**config.mk**
```make
export PLATFORM = sky130hd
export DESIGN_NAME = wlhs_ctrl
export DESIGN_NICKNAME = d
export VERILOG_FILES = /design/src/wlhs_pkg.sv /design/src/wlhs_ctrl.sv
export SDC_FILE = /design/constraint.sdc
export NUM_CORES = 1
export LEC_CHECK = 0
export ABC_AREA = 1
export BUFFER_PORTS_ARGS = -buffer_cell sky130_fd_sc_hd__buf_2
export CAP_MARGIN = 10
export CELL_PAD_IN_SITES_DETAIL_PLACEMENT = 0
export CELL_PAD_IN_SITES_GLOBAL_PLACEMENT = 2
export CORE_MARGIN = 2
export CORE_UTILIZATION = 20
export DETAILED_ROUTE_END_ITERATION = 8
export HOLD_SLACK_MARGIN = 0.08
export PLACE_DENSITY_LB_ADDON = 0.1
export SLEW_MARGIN = 10
export SYNTH_ARGS = -nofsm -noshare
export SYNTH_HDL_FRONTEND = slang
export SYNTH_SLANG_ARGS = --single-unit
```
**constraint.sdc**
```tcl
create_clock -name clk -period 1.3 [get_ports clk]
set_input_delay 0.195 -clock clk [delete_from_list [all_inputs] [get_ports clk]]
set_output_delay 0.195 -clock clk [all_outputs]
set_load 0.05 [all_outputs]
```
**src/wlhs_pkg.sv**
```systemverilog
// Shared types and constants for the waterfall line history store.
// Holds payload structs, controller/datapath command and status groups, codes.
// No dependencies.
package wlhs_pkg;

  localparam int MAX_BINS    = 1024;
  localparam int MAX_LINES   = 256;
  localparam int SAMPLE_BITS = 16;

  localparam int BIN_W  = $clog2(MAX_BINS);
  localparam int ROW_W  = $clog2(MAX_LINES);
  localparam int CNT_W  = $clog2(MAX_BINS + 2);
  localparam int ADDR_W = $clog2(MAX_BINS * MAX_LINES);

  localparam int CFG_IDX_W  = 3;
  localparam int CFG_DATA_W = 48;

  typedef enum logic [CFG_IDX_W-1:0] {
    CFG_BINS_IN_USE  = 3'd0,
    CFG_LINES_IN_USE = 3'd1,
    CFG_X_ORIGIN     = 3'd2,
    CFG_X_SCALE      = 3'd3,
    CFG_Y_SCALE      = 3'd4
  } cfg_idx_t;

  typedef enum logic {
    CMD_PUSH = 1'b0,
    CMD_READ = 1'b1
  } cmd_t;

  typedef enum logic [1:0] {
    KIND_READ   = 2'd0,
    KIND_ACCEPT = 2'd1,
    KIND_REJECT = 2'd2
  } kind_t;

  typedef struct packed {
    cmd_t                          cmd;
    logic signed [SAMPLE_BITS-1:0] sample;
    logic                          last_bin;
    logic [15:0]                   dropped_frames;
    logic signed [47:0]            x_coord;
    logic [15:0]                   y_coord;
  } in_item_t;

  typedef struct packed {
    kind_t                         kind;
    logic signed [SAMPLE_BITS-1:0] value;
  } out_item_t;

  typedef enum logic [3:0] {
    S_IDLE,
    S_RD_ABS,
    S_RD_MUL_LO,
    S_RD_MUL_HI,
    S_RD_BIN,
    S_RD_MEM,
    S_CLEAR,
    S_COPY,
    S_DRAIN,
    S_RESULT
  } state_t;

  typedef struct packed {
    logic push;
    logic line_reject;
    logic read_start;
    logic rd_abs;
    logic mul_lo;
    logic mul_hi;
    logic rd_bin;
    logic rd_mem;
    logic clr_start;
    logic clr_step;
    logic commit_adv;
    logic copy_step;
    logic commit_done;
    logic load_out;
  } dp_cmd_t;

  typedef struct packed {
    cmd_t in_cmd;
    logic in_last;
    logic line_match;
    logic drop_zero;
    logic copy_last;
    logic out_free;
  } dp_status_t;

endpackage

```
**src/wlhs_ctrl.sv**
```systemverilog
// Controller for the waterfall line history store: sequences reads,
// row clearing, line copy and result hand-off. Uses wlhs_pkg.
module wlhs_ctrl (
  input  logic                 clk,
  input  logic                 rst_n,
  input  logic                 in_valid,
  output logic                 in_stall,
  input  wlhs_pkg::dp_status_t st,
  output wlhs_pkg::dp_cmd_t    cmd
);
  import wlhs_pkg::*;

  state_t state_r, state_nxt;

  always_ff @(posedge clk) begin
    if (!rst_n) begin
      state_r <= S_IDLE;
    end else begin
      state_r <= state_nxt;
    end
  end

  always_comb begin
    state_nxt = state_r;
    case (state_r)
      S_IDLE: begin
        if (in_valid) begin
          if (st.in_cmd == CMD_READ) begin
            state_nxt = S_RD_ABS;
          end else if (st.in_last) begin
            state_nxt = st.line_match ? S_CLEAR : S_RESULT;
          end
        end
      end
      S_RD_ABS:    state_nxt = S_RD_MUL_LO;
      S_RD_MUL_LO: state_nxt = S_RD_MUL_HI;
      S_RD_MUL_HI: state_nxt = S_RD_BIN;
      S_RD_BIN:    state_nxt = S_RD_MEM;
      S_RD_MEM:    state_nxt = S_RESULT;
      S_CLEAR: begin
        if (st.drop_zero) begin
          state_nxt = S_COPY;
        end
      end
      S_COPY: begin
        if (st.copy_last) begin
          state_nxt = S_DRAIN;
        end
      end
      S_DRAIN:     state_nxt = S_RESULT;
      S_RESULT: begin
        if (st.out_free) begin
          state_nxt = S_IDLE;
        end
      end
      default:     state_nxt = S_IDLE;
    endcase
  end

  always_comb begin
    cmd      = '0;
    in_stall = 1'b1;
    case (state_r)
      S_IDLE: begin
        in_stall = 1'b0;
        if (in_valid) begin
          if (st.in_cmd == CMD_READ) begin
            cmd.read_start = 1'b1;
          end else begin
            cmd.push = 1'b1;
            if (st.in_last) begin
              if (st.line_match) begin
                cmd.clr_start = 1'b1;
              end else begin
                cmd.line_reject = 1'b1;
              end
            end
          end
        end
      end
      S_RD_ABS:    cmd.rd_abs = 1'b1;
      S_RD_MUL_LO: cmd.mul_lo = 1'b1;
      S_RD_MUL_HI: cmd.mul_hi = 1'b1;
      S_RD_BIN:    cmd.rd_bin = 1'b1;
      S_RD_MEM:    cmd.rd_mem = 1'b1;
      S_CLEAR: begin
        if (st.drop_zero) begin
          cmd.commit_adv = 1'b1;
        end else begin
          cmd.clr_step = 1'b1;
        end
      end
      S_COPY:      cmd.copy_step = 1'b1;
      S_DRAIN:     cmd.commit_done = 1'b1;
      S_RESULT:    cmd.load_out = st.out_free;
      default:     cmd = '0;
    endcase
  end

  a_copy_to_drain: assert property (@(posedge clk) disable iff (!rst_n)
    (state_r == S_COPY && st.copy_last) |=> (state_r == S_DRAIN))
    else $error("copy did not end in drain");

  a_one_step: assert property (@(posedge clk) disable iff (!rst_n)
    $onehot0({cmd.rd_abs, cmd.mul_lo, cmd.mul_hi, cmd.rd_bin, cmd.rd_mem,
              cmd.clr_step, cmd.copy_step, cmd.commit_done}))
    else $error("more than one datapath step at once");

endmodule

```
==> key figures <==
Synth
  – Top cells by area, synth: dfxtp_1, nand2_4, inv_1, nand2_1, nor2_1
  – Area leader, netlist: dfxtp_1
  – Post-Syn Area: 467 um^2
  – Post-synthesis area per instance: approximately 5.9 um^2
  – Yosys warns: 0
  – Seq cells post-synth: 4
  – Mapped Nets: 88
  – Mapped Cells: 79
  – Distinct cells, synth: 14
  – Yosys top cell area share: 17.2%
  – Sequential cell area fraction in the yosys report: 17.2%

STA
  – Worst clock skew: 0.00218 ns
  – Highest Clock Rate: roughly 680 MHz
  – Hold Fails Final Rpt: 0
  – Worst slew margin: around four fifths
  – Max-slew violation count: 0
  – RSZ-0062 raised after global routing: yes
  – Fin crit share: 112%
  – Setup violators final: 12
  – Final WS setup: -0.161 ns
  – Tmin final: 1.46 ns
  – Slew at the pin with the worst max-slew slack: 0.316 ns

Floorplanning
  – Die span in x: approximately 52 um
  – Die ar.: approximately 2700 um^2
  – Die Ht: ~52 um
  – Io pins: 24
  – Core Area: between 2000 and 2500 um^2
  – FP Rows: 17
  – Initial Util: between 20% and 30%

Final layout
  – Top reg by flops: state_r
  – Max FFs per register: 4
  – Fin nets: 135
  – Post-Layout Cell Count: about 150
  – Most frequent cells in the layout: buf_4, buf_6, inv_1
  – Leading cell type in the layout, fill and taps excluded: buf_4
  – Share of post-route cells with drive strength above 1: around 77%
  – Area grow syn2layout: 132%
  – Largest regs: state_r: 4 flops
  – Fill count: about 240
  – Ant diodes: 0
  – Core Util, Final: between 40 and 50%

Clock tree
  – Max clock buf depth: 2
  – TritonCTS clock tree: done
  – Clk_lat worst skew: between 0.2 and 0.25 ns
  – Clock-pin slew of the registers on the worst-case setup and hold paths: 0.04 ns
  – CTS Buf Count: 3
  – CTS Hold Bufs: 0
  – Clock sinks: 4
  – H-tree depth: 1
  – CTS root buf: clkbuf_4

Power
  – Peak VDD IR: between 0.001 and 0.0015 V
  – Pwr Density: ~2200 nW/um^2
  – Leak Pwr: ~0.00055 uW

Critical path
  – WP data arrival: about 1.3 ns
  – CP max FO: 4
  – Worst setup EP type: output port
  – CP startpoint kind: flip-flop
  – CP Data Required Time: between 1 and 1.5 ns
  – Setup CP Type: reg2out

Place
  – DP HPWL: about 1200 um
  – Dpl cells: 143
  – Final weighted congestion in routability-driven placement: between 0.7 and 0.8
  – IO buf count: 23

Detailed routing
  – Final wirelength: ~1500 um
  – Via count: around 630
  – # DRC: 0
  – Via-per-instance ratio: about 4.2
  – DR pass1 iterations: 4
  – Wirelength per Cell: 10.1 um
  – Final ANT Viol Nets: 0
  – Initial DRC Count: 7

Global route
  – Total GRT Usage: between 10% and 20%
  – First-pass GRT wire length: between 2000 and 2500 um
  – Grt ovf: 0
  – Antenna violations before repair: 0
  – Vias in the first global route: between 600 and 700
  – Largest net degree at the start of global routing: 6

Job
  – Max Cap Viol: 0

Hold path
  – Hold WC Path Type: in2reg

Status
  – Failing checks: setup timing
  – Outcome: finished, violations left
[cells by family after synthesis]
family,after synthesis,share of synthesized area [%]
and+or+nand+nor,51,62.2
AOI/OAI and AO/OA,5,5.36
buffers and inverters,19,15.3
DFF,4,17.2
[area by class of cell]
cell class	count	area, um^2	share of cell area, %
Timing Repair Buffer	42	382	35.3
Clock buffer	3	22.5	2.08
Multi-Input combinational cell	56	485	44.9
Inverter	19	71.3	6.60
Sequential cell	4	85.1	7.87
Tap cell	28	35.0	3.24
[cells in the mapped netlist]
cell and n:
nand2_1 14, o21ai_0 1, nand2_4 6, dfxtp_1 4, a21oi_1 4, nor2_4 2, inv_1 14, nor2_2 4
nand3b_1 2, nor3_1 6, nor2_1 9, nand3_1 5, inv_2 5, nand2_2 3
[final timing paths]
| kind | start | end | slack, ns | depth (start not counted) |
|---|---|---|---|---|
| worst max-delay path | state_r[3] | cmd[6] | -0.16 | 6 |
| worst min register to register | state_r[1] | state_r[3] | 0.77 | 4 |
| worst min-delay path | rst_n | state_r[3] | 0.27 | 3 |
| worst max register to register | state_r[1] | state_r[2] | 0 | 9 |
[metal layers]
metal | vias to the layer above | wire (um) | track usage, %
met4 | 0 | 0 | 5.13
met1 | 288 | 611 | 14.8
li1 | 328 | - | -
met2 | 15 | 876 | 21.0
met5 | - | 0 | 0
met3 | 0 | 41 | 2.57
[repair_timing]
action                     CTS  global route
setup endpoints to repair   15            19
pin swaps                    8             8
setup buffers                5             2
resized for setup           55            16
[through the flow]
| stage | setup WS, ns | total power, uW | area [um^2] | TNS, ns | hold slack (ns) |
|---|---|---|---|---|---|
| 6_report | -0.161 | 2420 | 1080 | -1.03 | 0.267 |
| 5_1_grt | -0.221 | 2560 | 1080 | -2.08 | 0.287 |
| 4_1_cts | -0.148 | 2290 | 1010 | -1.22 | 0.241 |
| 3_5_place_dp | -0.00755 | 1730 | 786 | -0.0129 | 0.482 |
| 3_3_place_gp | -0.0150 | 1740 | 786 | -0.0351 | 0.486 |
| 2_1_floorplan | -0.314 | 1280 | 538 | -1.39 | 0.358 |
[worst max-delay path: stages, from the launching register on]
cell	delay (ns)
dfxtp_2	0.31
inv_2	0.07
buf_4	0.14
nand2_8	0.07
buf_4	0.15
nor2_4	0.13
buf_8	0.16
[report_power, final]
part / leakage [uW] / internal, uW / switching [uW] / total (uW)
Combinational: 0.000504 / 835 / 1220 / 2050
Sequential: 0.0000344 / 177 / 36.1 / 213
Clock: 0.0000138 / 103 / 50.9 / 154
Total: 0.000552 / 1120 / 1300 / 2420
No activity file was read; power rests on OpenSTA's default activity.
